`src/rtl/scap_pkg.sv`:
```
// ----------------------------------------------------------------------------
// scap_pkg: shared types and constants of the ATR parser
// Payload structs, parser state record, phase and byte-class codes.
// ----------------------------------------------------------------------------
`default_nettype none

package scap_pkg;

  localparam int MaxLevelDefault = 15;

  // Parser phases
  localparam logic [2:0] PH_TS    = 3'd0;
  localparam logic [2:0] PH_T0    = 3'd1;
  localparam logic [2:0] PH_IFACE = 3'd2;
  localparam logic [2:0] PH_HIST  = 3'd3;
  localparam logic [2:0] PH_EXTRA = 3'd4;

  // Byte classes reported on the result channel
  localparam logic [3:0] CLS_TS    = 4'd0;
  localparam logic [3:0] CLS_T0    = 4'd1;
  localparam logic [3:0] CLS_TA    = 4'd2;
  localparam logic [3:0] CLS_TB    = 4'd3;
  localparam logic [3:0] CLS_TC    = 4'd4;
  localparam logic [3:0] CLS_TD    = 4'd5;
  localparam logic [3:0] CLS_HIST  = 4'd6;
  localparam logic [3:0] CLS_EXTRA = 4'd7;
  localparam logic [3:0] CLS_NONE  = 4'd8;

  // Interface byte slots inside one level
  localparam logic [1:0] SLOT_TA = 2'd0;
  localparam logic [1:0] SLOT_TD = 2'd3;

  // Conventions
  localparam logic [1:0] CONV_DIRECT  = 2'd0;
  localparam logic [1:0] CONV_INVERSE = 2'd1;
  localparam logic [1:0] CONV_UNKNOWN = 2'd2;

  localparam logic [7:0] TS_DIRECT  = 8'h3B;
  localparam logic [7:0] TS_INVERSE = 8'h3F;
  localparam logic [7:0] TS_NO_CARD = 8'h00;
  localparam logic [7:0] EXTRA_INIT = 8'hFF;

  typedef struct packed {
    logic [7:0] rx_byte;
    logic       line_error;
  } scap_in_t;

  typedef struct packed {
    logic [3:0]        byte_class;
    logic [3:0]        level;
    logic [7:0]        data;
    logic [1:0]        convention;
    logic [7:0]        max_clock_100khz;
    logic              clock_valid;
    logic signed [3:0] rate_shift;
    logic              rate_valid;
    logic [3:0]        protocol;
    logic              failed;
    logic              atr_done;
  } scap_out_t;

  typedef struct packed {
    logic [2:0] phase;
    logic [3:0] pending_mask;
    logic [1:0] byte_slot;
    logic [3:0] level_count;
    logic [3:0] history_left;
    logic [7:0] previous_extra;
    logic [1:0] card_convention;
    logic [3:0] last_protocol;
  } scap_state_t;

  // Decoded TA fields
  typedef struct packed {
    logic [7:0]        max_clock;
    logic              clock_ok;
    logic signed [3:0] rate;
    logic              rate_ok;
  } scap_ta_t;

endpackage

`default_nettype wire

```
`src/rtl/scap_ta_decode.sv`:
```
// ----------------------------------------------------------------------------
// scap_ta_decode: TA byte decoder
// Maps the TA nibbles to max clock (100 kHz units) and bit-rate shift.
// ----------------------------------------------------------------------------
`default_nettype none

module scap_ta_decode (
  input  wire logic [7:0]        ta_byte,
  output scap_pkg::scap_ta_t     ta_info
);

  always_comb begin
    ta_info.max_clock = 8'd0;
    ta_info.clock_ok  = 1'b1;
    ta_info.rate      = 4'sd0;
    ta_info.rate_ok   = 1'b1;
    case (ta_byte[7:4])
      4'd1:    ta_info.max_clock = 8'd50;
      4'd2:    ta_info.max_clock = 8'd60;
      4'd3:    ta_info.max_clock = 8'd80;
      4'd4:    ta_info.max_clock = 8'd120;
      4'd5:    ta_info.max_clock = 8'd160;
      4'd6:    ta_info.max_clock = 8'd200;
      4'd9:    ta_info.max_clock = 8'd50;
      4'd10:   ta_info.max_clock = 8'd75;
      4'd11:   ta_info.max_clock = 8'd100;
      4'd12:   ta_info.max_clock = 8'd150;
      4'd13:   ta_info.max_clock = 8'd200;
      4'd0:    ta_info.max_clock = 8'd0;   // internal clock
      default: ta_info.clock_ok  = 1'b0;   // reserved codes
    endcase
    case (ta_byte[3:0])
      4'd1:    ta_info.rate = 4'sd0;
      4'd2:    ta_info.rate = 4'sd1;
      4'd3:    ta_info.rate = 4'sd2;
      4'd4:    ta_info.rate = 4'sd3;
      4'd5:    ta_info.rate = 4'sd4;
      4'd10:   ta_info.rate = -4'sd1;
      4'd11:   ta_info.rate = -4'sd2;
      4'd12:   ta_info.rate = -4'sd3;
      4'd13:   ta_info.rate = -4'sd4;
      4'd14:   ta_info.rate = -4'sd5;
      4'd15:   ta_info.rate = -4'sd6;
      default: ta_info.rate_ok = 1'b0;     // reserved codes
    endcase
  end

endmodule

`default_nettype wire

```
`src/rtl/scap_step.sv`:
```
// ----------------------------------------------------------------------------
// scap_step: per-byte classification and next-state logic
// One received byte plus current parser state in, result and next state out.
// ----------------------------------------------------------------------------
`default_nettype none

module scap_step #(
  parameter int MAX_LEVEL = scap_pkg::MaxLevelDefault
) (
  input  wire scap_pkg::scap_in_t    item,
  input  wire scap_pkg::scap_state_t cur,
  output scap_pkg::scap_state_t      nxt,
  output scap_pkg::scap_out_t        res
);

  scap_pkg::scap_ta_t ta_info;

  scap_ta_decode u_ta_decode (
    .ta_byte (item.rx_byte),
    .ta_info (ta_info)
  );

  // Pick the next byte to expect: lowest announced interface byte first,
  // then history, then extra bytes.
  function automatic scap_pkg::scap_state_t pick_next(input scap_pkg::scap_state_t s);
    scap_pkg::scap_state_t r;
    r = s;
    if (s.pending_mask != 4'd0) begin
      r.phase = scap_pkg::PH_IFACE;
      if (s.pending_mask[0])      r.byte_slot = 2'd0;
      else if (s.pending_mask[1]) r.byte_slot = 2'd1;
      else if (s.pending_mask[2]) r.byte_slot = 2'd2;
      else                        r.byte_slot = 2'd3;
    end else if (s.history_left != 4'd0) begin
      r.phase = scap_pkg::PH_HIST;
    end else begin
      r.phase          = scap_pkg::PH_EXTRA;
      r.previous_extra = scap_pkg::EXTRA_INIT;
    end
    return r;
  endfunction

  logic [7:0] b;
  logic       err;
  logic [3:0] cls;
  logic [3:0] lvl;
  logic       failed;
  logic       done;
  logic       ta_sel;
  scap_pkg::scap_state_t s;

  assign b   = item.rx_byte;
  assign err = item.line_error;

  always_comb begin
    s      = cur;
    cls    = scap_pkg::CLS_NONE;
    lvl    = 4'd0;
    failed = 1'b0;
    done   = 1'b0;
    ta_sel = 1'b0;
    case (cur.phase)
      scap_pkg::PH_T0: begin
        if (err) begin
          failed  = 1'b1;
          done    = 1'b1;
          s.phase = scap_pkg::PH_TS;
        end else begin
          cls             = scap_pkg::CLS_T0;
          s.pending_mask  = b[7:4];
          s.history_left  = b[3:0];
          s.level_count   = 4'd1;
          s.last_protocol = 4'd0;
          s.byte_slot     = scap_pkg::SLOT_TA;
          s               = pick_next(s);
        end
      end
      scap_pkg::PH_IFACE: begin
        if (err) begin
          failed  = 1'b1;
          done    = 1'b1;
          s.phase = scap_pkg::PH_TS;
        end else begin
          cls = scap_pkg::CLS_TA + {2'b00, cur.byte_slot};
          lvl = cur.level_count;
          s.pending_mask = cur.pending_mask & ~(4'b0001 << cur.byte_slot);
          if (cur.byte_slot == scap_pkg::SLOT_TA) begin
            ta_sel = 1'b1;
          end else if (cur.byte_slot == scap_pkg::SLOT_TD) begin
            s.last_protocol = b[3:0];
            s.pending_mask  = b[7:4];
            if ((b[7:4] != 4'd0) && (cur.level_count < 4'(MAX_LEVEL)))
              s.level_count = cur.level_count + 4'd1;
          end
          s = pick_next(s);
        end
      end
      scap_pkg::PH_HIST: begin
        if (err) begin
          failed  = 1'b1;
          done    = 1'b1;
          s.phase = scap_pkg::PH_TS;
        end else begin
          cls            = scap_pkg::CLS_HIST;
          s.history_left = cur.history_left - 4'd1;
          s              = pick_next(s);
        end
      end
      scap_pkg::PH_EXTRA: begin
        if (err || (b == cur.previous_extra)) begin
          done    = 1'b1;
          s.phase = scap_pkg::PH_TS;
        end else begin
          cls              = scap_pkg::CLS_EXTRA;
          s.previous_extra = b;
        end
      end
      default: begin
        s.phase = scap_pkg::PH_TS;
        if (err || (b == scap_pkg::TS_NO_CARD)) begin
          failed = 1'b1;
          done   = 1'b1;
        end else begin
          cls     = scap_pkg::CLS_TS;
          s.phase = scap_pkg::PH_T0;
          if (b == scap_pkg::TS_DIRECT)       s.card_convention = scap_pkg::CONV_DIRECT;
          else if (b == scap_pkg::TS_INVERSE) s.card_convention = scap_pkg::CONV_INVERSE;
          else                                s.card_convention = scap_pkg::CONV_UNKNOWN;
        end
      end
    endcase
  end

  assign nxt = s;

  always_comb begin
    res.byte_class       = cls;
    res.level            = lvl;
    res.data             = err ? 8'd0 : b;
    res.convention       = s.card_convention;
    res.max_clock_100khz = ta_sel ? ta_info.max_clock : 8'd0;
    res.clock_valid      = ta_sel & ta_info.clock_ok;
    res.rate_shift       = ta_sel ? ta_info.rate : 4'sd0;
    res.rate_valid       = ta_sel & ta_info.rate_ok;
    res.protocol         = s.last_protocol;
    res.failed           = failed;
    res.atr_done         = done;
  end

endmodule

`default_nettype wire

```
`src/rtl/scap_out_buf.sv`:
```
// ----------------------------------------------------------------------------
// scap_out_buf: result register with skid stage
// Holds results while the consumer stalls; ready drops only when both full.
// ----------------------------------------------------------------------------
`default_nettype none

module scap_out_buf (
  input  wire logic                clk,
  input  wire logic                rst_n,
  input  wire logic                push,
  input  wire scap_pkg::scap_out_t push_data,
  output logic                     can_push,
  output logic                     out_valid,
  input  wire logic                out_ready,
  output scap_pkg::scap_out_t      out_data
);

  logic                main_v_r, main_v_nxt;
  logic                skid_v_r, skid_v_nxt;
  scap_pkg::scap_out_t main_r, main_nxt;
  scap_pkg::scap_out_t skid_r, skid_nxt;

  assign can_push  = ~skid_v_r;
  assign out_valid = main_v_r;
  assign out_data  = main_r;

  always_comb begin
    main_v_nxt = main_v_r;
    skid_v_nxt = skid_v_r;
    main_nxt   = main_r;
    skid_nxt   = skid_r;
    if (!main_v_r || out_ready) begin
      if (skid_v_r) begin
        main_nxt   = skid_r;
        main_v_nxt = 1'b1;
        skid_v_nxt = 1'b0;
      end else begin
        main_nxt   = push_data;
        main_v_nxt = push;
      end
    end else if (push) begin
      skid_nxt   = push_data;
      skid_v_nxt = 1'b1;
    end
  end

  always_ff @(posedge clk) begin
    if (!rst_n) begin
      main_v_r <= 1'b0;
      skid_v_r <= 1'b0;
    end else begin
      main_v_r <= main_v_nxt;
      skid_v_r <= skid_v_nxt;
    end
  end

  always_ff @(posedge clk) begin
    main_r <= main_nxt;
    skid_r <= skid_nxt;
  end

`ifndef SYNTHESIS
  a_skid_implies_main : assert property (@(posedge clk) disable iff (!rst_n)
    skid_v_r |-> main_v_r)
    else $error("skid entry held with empty result register");
`endif

endmodule

`default_nettype wire

```
`src/rtl/smart_card_atr_parser_unit.sv`:
```
// ----------------------------------------------------------------------------
// smart_card_atr_parser_unit: ISO 7816-3 answer-to-reset byte classifier
// Top level: parser state register, per-byte step logic, result buffer.
// ----------------------------------------------------------------------------
`default_nettype none

// Feed the received ATR bytes one per transfer on the in_ channel (or a
// transfer with line_error set when a read fails or times out); each input
// transfer yields exactly one result transfer on the out_ channel, in order.
// The result tells what the byte was (TS, T0, TA..TD with their level,
// historical, extra, or none/error), the convention taken from TS, the
// decoded TA fields, the latest TD protocol and failure/done flags. An input
// byte is taken every cycle while in_ready is high: the whole classification
// and state update is a single short step between the parser state register
// and the result register (or the skid entry while that register stalls).
// A two-deep result buffer (result register plus skid entry) keeps in_ready
// high while one result waits; in_ready drops only when two results are
// pending. When atr_done is set on a result, the parser is already back to
// waiting for TS. MAX_LEVEL (2..15) caps the reported interface level.
module smart_card_atr_parser_unit #(
  parameter int MAX_LEVEL = scap_pkg::MaxLevelDefault
) (
  input  wire logic                clk,
  input  wire logic                rst_n,
  input  wire logic                in_valid,
  output logic                     in_ready,
  input  wire scap_pkg::scap_in_t  in_data,
  output logic                     out_valid,
  input  wire logic                out_ready,
  output scap_pkg::scap_out_t      out_data
);

  scap_pkg::scap_state_t state_r;
  scap_pkg::scap_state_t state_nxt;
  scap_pkg::scap_state_t step_state;
  scap_pkg::scap_out_t   step_res;
  logic                  in_xfer;

  // Combinational step for the byte on the input port
  scap_step #(
    .MAX_LEVEL (MAX_LEVEL)
  ) u_step (
    .item (in_data),
    .cur  (state_r),
    .nxt  (step_state),
    .res  (step_res)
  );

  assign in_xfer   = in_valid & in_ready;
  assign state_nxt = in_xfer ? step_state : state_r;

  // Parser state: updated only on an input transfer
  always_ff @(posedge clk) begin
    if (!rst_n) begin
      state_r.phase           <= scap_pkg::PH_TS;
      state_r.pending_mask    <= 4'd0;
      state_r.byte_slot       <= 2'd0;
      state_r.level_count     <= 4'd1;
      state_r.history_left    <= 4'd0;
      state_r.previous_extra  <= scap_pkg::EXTRA_INIT;
      state_r.card_convention <= scap_pkg::CONV_DIRECT;
      state_r.last_protocol   <= 4'd0;
    end else begin
      state_r <= state_nxt;
    end
  end

  // Result register and skid entry
  scap_out_buf u_out_buf (
    .clk       (clk),
    .rst_n     (rst_n),
    .push      (in_xfer),
    .push_data (step_res),
    .can_push  (in_ready),
    .out_valid (out_valid),
    .out_ready (out_ready),
    .out_data  (out_data)
  );

`ifndef SYNTHESIS
  a_done_to_ts : assert property (@(posedge clk) disable iff (!rst_n)
    (in_xfer && step_res.atr_done) |=> (state_r.phase == scap_pkg::PH_TS))
    else $error("parser not back at TS after end of ATR");

  a_failed_done : assert property (@(posedge clk) disable iff (!rst_n)
    (out_valid && out_data.failed) |-> out_data.atr_done)
    else $error("failure reported without end of ATR");

  a_level_range : assert property (@(posedge clk) disable iff (!rst_n)
    (state_r.level_count != 4'd0) && (state_r.level_count <= 4'(MAX_LEVEL)))
    else $error("level count out of range");

  a_iface_level : assert property (@(posedge clk) disable iff (!rst_n)
    (out_valid && ((out_data.byte_class == scap_pkg::CLS_TA) ||
                   (out_data.byte_class == scap_pkg::CLS_TB) ||
                   (out_data.byte_class == scap_pkg::CLS_TC) ||
                   (out_data.byte_class == scap_pkg::CLS_TD)))
      |-> (out_data.level != 4'd0))
    else $error("interface byte reported without level");

  a_iface_mask : assert property (@(posedge clk) disable iff (!rst_n)
    (state_r.phase == scap_pkg::PH_IFACE) |-> (state_r.pending_mask != 4'd0))
    else $error("expecting interface byte with nothing announced");
`endif

endmodule

`default_nettype wire

```
`config.mk`:
```
export PLATFORM = sky130hd
export DESIGN_NAME = smart_card_atr_parser_unit
export DESIGN_NICKNAME = d
export VERILOG_FILES = /design/src/rtl/scap_pkg.sv /design/src/rtl/scap_ta_decode.sv /design/src/rtl/scap_step.sv /design/src/rtl/scap_out_buf.sv /design/src/rtl/smart_card_atr_parser_unit.sv
export SDC_FILE = /design/constraint.sdc
export NUM_CORES = 1
export LEC_CHECK = 0
export BUFFER_PORTS_ARGS = -buffer_cell sky130_fd_sc_hd__buf_4
export CELL_PAD_IN_SITES_DETAIL_PLACEMENT = 1
export CELL_PAD_IN_SITES_GLOBAL_PLACEMENT = 2
export CORE_MARGIN = 2
export CORE_UTILIZATION = 41
export CTS_BUF_LIST = sky130_fd_sc_hd__clkbuf_8
export CTS_CLUSTER_DIAMETER = 60
export DETAILED_ROUTE_END_ITERATION = 12
export GPL_ROUTABILITY_DRIVEN = 0
export GPL_TIMING_DRIVEN = 0
export PLACE_DENSITY_LB_ADDON = 0.1
export SYNTH_ARGS = -nofsm -noshare
export SYNTH_HDL_FRONTEND = slang
export SYNTH_HIERARCHICAL = 1
export SYNTH_SLANG_ARGS = --single-unit
```
`constraint.sdc`:
```
create_clock -name clk -period 4.82 [get_ports clk]
set_input_delay 0.241 -clock clk [delete_from_list [all_inputs] [get_ports clk]]
set_output_delay 0.241 -clock clk [all_outputs]
set_load 0.02 [all_outputs]
```
=== Word-level counts from Yosys, hierarchy flattened ===
Index checks and enable logic that the tools add are counted.

* Add/sub/neg operators: 3
* Order comparisons: 1
* Equal/unequal tests: 46
* Shifts and indexed selects: 1
* Mux-type cells: 75
* Bitwise logic cells: 10
* Reductions and logical operators: 31

{| class="wikitable"
|+ Operator list
! kind !! number
|-
| $mux W8 || 9
|-
| $pmux W8 S9 || 1
|-
| $mux W4 || 17
|-
| $mux W28 || 2
|-
| $eq A4 B4 Y1 const B || 11
|-
| $pmux W14 S3 || 1
|-
| $pmux W4 S10 || 1
|-
| $mux W38 || 1
|-
| $pmux W8 S4 || 1
|-
| $mux W3 || 10
|-
| $reduce_bool A4 Y1 || 7
|-
| $mux W2 || 12
|-
| $mux W24 || 1
|-
| $ne A2 B2 Y1 const B || 11
|-
| $eq A4 B3 Y1 const B || 5
|-
| $eq A4 B2 Y1 const B || 4
|-
| $eq A8 B6 Y1 const B || 2
|-
| $pmux W4 S4 || 1
|-
| $mux W1 || 13
|-
| $pmux W3 S4 || 1
|-
| $pmux W4 S3 || 1
|-
| $reduce_and A12 Y1 || 1
|-
| $reduce_or A12 Y1 || 1
|-
| $reduce_or A11 Y1 || 1
|-
| 32 further kinds || 52
|}

* Bits in registers: 109
* Bits of input ports: 13
* Output and inout port bits: 40
* Logic and storage cells: 199

=== Depth between registers and ports, before layout ===
* Depth in word-level cells: 14
* Depth in mapped cells: 9
* Mapped depth without buffers: 9

=== By module ===
Netlist, hierarchy kept.

{| class="wikitable"
|+ By module, submodules not included
! module !! times used !! cells an instance !! area an instance (µm²) !! seq. area each (µm²)
|-
| scap_out_buf || 1 || 127 || 2839.0 || 2322.2
|-
| scap_step || 1 || 254 || 1639.1 || 0.0
|-
| smart_card_atr_parser_unit || 1 || 140 || 1242.4 || 620.6
|-
| scap_ta_decode || 1 || 47 || 307.8 || 0.0
|}

=== Worst setup path after synthesis ===
Ideal clock, no wire load.

* Path kind: reg2reg
* Start: register u_out_buf.main_v_r (netlist: u_out_buf/out_valid)
* End: register u_out_buf/skid_r[0] in the netlist's numbering, enable pin
* Library setup time: 0.433 ns
* Arrival time: 3.127 ns
* Data required time: 4.387 ns
* Path slack: 1.260 ns
* Cell stages (with the launch flop): 3
* Buffers on the path: 0
* Period minus slack after synthesis: 3.560 ns
* Cells stage by stage: dfxtp_1 > nand2b_1 > nor2_1

* Cells in the longest elaborated chain, start to end: 4

{| class="wikitable"
|+ Ends and longest elaborated chain
! item !! RTL line !! source
|-
| start, declared || scap_out_buf.sv:18 || <nowiki>logic main_v_r, main_v_nxt;</nowiki>
|-
| start signal, assigned || scap_out_buf.sv:52 || <nowiki>main_v_r <= main_v_nxt;</nowiki>
|-
| $logic_not A1 Y1 || scap_out_buf.sv:32 || <nowiki>if (!main_v_r || out_ready) begin</nowiki>
|-
| $logic_or A1 B1 Y1 || scap_out_buf.sv:32 ||
|-
| $not A1 Y1 (no line) || -- ||
|-
| $reduce_and A2 Y1 (no line) || -- ||
|-
| end signal, assigned || scap_out_buf.sv:59 || <nowiki>skid_r <= skid_nxt;</nowiki>
|-
| end, declared || scap_out_buf.sv:21 || <nowiki>scap_pkg::scap_out_t skid_r, skid_nxt;</nowiki>
|}

No other way between the ends.
A chain may end at the register's enable or synchronous reset.

==> metrics.cfg <==
[floorplanning]
ioPinCount = 53
chipHeight_um = 125.3
die-area_um2 = 15690
die_w_um = 125.3
core_area_um2 = 14420
initial_core_util = 0.4179
rows = 44

[timing]
grt_setup_unrepaired = no
timing.fmax_mhz = 415.7
min_period_over_period = 0.4990
worstMarginPinSlew_ps = 908.5
period_needed_ps = 2405
fin_skew_ps = 12.01
final_hold_viol_count = 0
setup_viol = 0
hold_ws_ps = 121.9
slew_headroom = 0.3930
setup-tns-final_ps = 0
final_max_slew_viol_count = 0

[critical_path]
cpMaxStageDelayCell = dfxtp_1
cp-start-kind = flop
crit_arrival_ps = 2580
cp_max_fo = 10
slowest_delay_ps = 450
cp_cell_sequence = buf_2 -> nor2_1 -> xnor2_1 -> nor3_1 -> mux2_2 -> buf_4 -> mux2_2
required_ps = 4990
path_delay_family = multiplexers
r2r_slack_ps = 2410
cp_common_cell = mux2_2
path_buf_inv = 2
critPathKind = reg2reg
end_kind = flop

[final_layout]
drive_gt1_frac = 0.2873
nFillCells = 1608
antenna_cells = 0
fin_nets = 648
final_cell_area_um2 = 6890
area_growth_pct = 14.30

[clock_network]
root_buffer = clkbuf_8
clock_path_buffers = 2
clock_latency_ps = 400
tritoncts = yes
cts.sinks = 109
postCtsHoldBufs = 0
numCtsBuffers = 9
cts.repair.resized = 0
cts_max_level = 3
post-cts-setup-buffers = 0
path_clk_slew_ps = 130

[routing]
wl_per_cell_um = 20.84
drt_pass1_iterations = 4
wirelength_mm = 17.11
drc = 0
drt_iter0_markers = 295
viasPerCell = 5.608
vias = 4604
postRouteAntennaNets = 0

[pwr]
p_switching_w = 0.0005664
total_leakage_power_nw = 2.722
p_int_w = 0.001358
powerDensity_nw_per_um2 = 279.3
seqPwrFrac = 0.551
p_comb_frac = 0.150
peakVddDrop_v = 0.0001250
switching_share = 0.2943
clock_power_share = 0.299

[grt]
groute.usage.overall = 0.2210
grt_start_max_net_pins = 34
grt_pass1_wl_mm = 27.30
grt.overflow.total = 0
grt_pass1_vias = 4875
antenna_found_initial = 0

[run]
drv_cap = 0

[synth]
ys_warn_count = 6
ys_ff_latch = 109
synth_top_area_frac = 0.3786
synth_edf_count = 76
yosys.area.top_type = edfxtp_1
syn_area_um2 = 6028
seq_area_frac_synth = 0.4882
ys_types = 73
synthTopCellsByArea = edfxtp_1 38%, dfxtp_1 11%, mux2_2 7.3%
synthFlopType = edfxtp_1
synthesis.instances = 568
async_reset_ff_frac = 0
syn_area_per_cell_um2 = 10.61
syn_nets = 584

[status]
status = completed

[placement]
post_dp_cell_area_um2 = 6691
portBuffers = 51
post-dp-hpwl_mm = 12.33

[min_path]
hp-class = in2reg

## final timing paths
path                                   from                     end  cells past startpoint
worst max-delay path            state_r[28]  u_out_buf/out_data[21]                      7
worst max register to register  state_r[28]  u_out_buf/out_data[21]                      7
worst min-delay path                  rst_n      u_out_buf/skid_v_r                      2
worst min register to register   state_r[2]              state_r[2]                      2
## state kept, by name, indices dropped and copies added (netlist names)
| signal | count |
|---|---|
| u_out_buf/skid_r | 38 |
| u_out_buf/out_data | 38 |
| u_out_buf/out_valid | 1 |
| u_out_buf/skid_v_r | 1 |
| state_r | 31 |
## cell families (layout without fill, tap and decap cells)
| logic type | count (synthesis) | count (layout) | share of synthesized area |
|---|---|---|---|
| simple gates | 210 | 210 | 0.1976 |
| compound gates | 117 | 117 | 0.1353 |
| xor+xnor | 13 | 13 | 0.01889 |
| flops | 109 | 109 | 0.4882 |
| mux | 46 | 46 | 0.08448 |
| buf+inv | 70 | 139 | 0.06932 |
| fa+ha+maj | 3 | 3 | 0.006227 |
## cell type report
cell class,instances,area (µm²),area share
Tap cell,184,230.2,0.03341
Clock buffer,9,123.9,0.01798
Buffer,50,342.8,0.04975
Clock inverter,7,75.07,0.01090
Timing Repair Buffer,53,422.9,0.06138
Sequential cell,109,2943,0.4271
Multi-Input combinational cell,389,2678,0.3886
Inverter,20,75.07,0.01090
## stage by stage
stage               power, W  instances  setup WS, ps    util
floorplan           0.001258        568          1260       -
finish              0.001924        821          2415  0.4777
global placement    0.001358        803         25.58  0.4604
CTS                 0.001934        821          2425  0.4777
detailed placement  0.001370        805          2411  0.4639
global route        0.001993        821          2280  0.4777
## layout by cell type (no fill, tap or decap), types with 3 or more instances in the layout
| master | n |
|---|---|
| a21oi_1 | 17 |
| a22o_1 | 5 |
| a31oi_1 | 8 |
| and2_1 | 19 |
| and3_1 | 5 |
| and4_1 | 3 |
| buf_2 | 21 |
| buf_4 | 64 |
| buf_6 | 10 |
| clkbuf_1 | 3 |
| clkbuf_8 | 9 |
| dfxtp_1 | 33 |
| edfxtp_1 | 76 |
| ha_1 | 3 |
| inv_1 | 20 |
| inv_8 | 3 |
| mux2_2 | 39 |
| mux2i_1 | 7 |
| nand2_1 | 56 |
| nand2b_1 | 8 |
| nand3_1 | 19 |
| nand4_1 | 24 |
| nor2_1 | 30 |
| nor2b_1 | 12 |
| nor3_1 | 5 |
| o211ai_1 | 5 |
| o211ai_2 | 9 |
| o21ai_0 | 22 |
| o21ai_1 | 25 |
| o32ai_1 | 3 |
| xnor2_1 | 11 |
## Yosys cell counts, drive strengths merged (7+ instances only)
cell type	n
edfxtp	76
nand2	56
o21ai	48
buf	45
mux2	39
nor2	34
dfxtp	33
nand4	24
and2	20
inv	20
nand3	19
a21oi	17
o211ai	14
nor2b	12
xnor2	11
nand2b	9
a31oi	8
mux2i	7
nor3	7
## routing by layer
layer  vias to the layer above  GRT usage  share of wire
met4                         0    0.09412          0.031
met2                        97     0.3641           0.47
met1                      2272     0.2935           0.46
met5                         -          0              0
met3                        32    0.02953          0.035
li1                       2203          -              -
## power by group through the flow
stage          logic, W  registers (W)  clock network [W]
3_3_place_gp   0.000278        0.00108                  0
5_1_grt        0.000312        0.00106           0.000616
4_1_cts        0.000290        0.00106           0.000584
6_report       0.000289        0.00106           0.000576
2_1_floorplan  0.000150        0.00111                  0
3_5_place_dp   0.000289        0.00108                  0
Power figures use the tool's default switching activity.
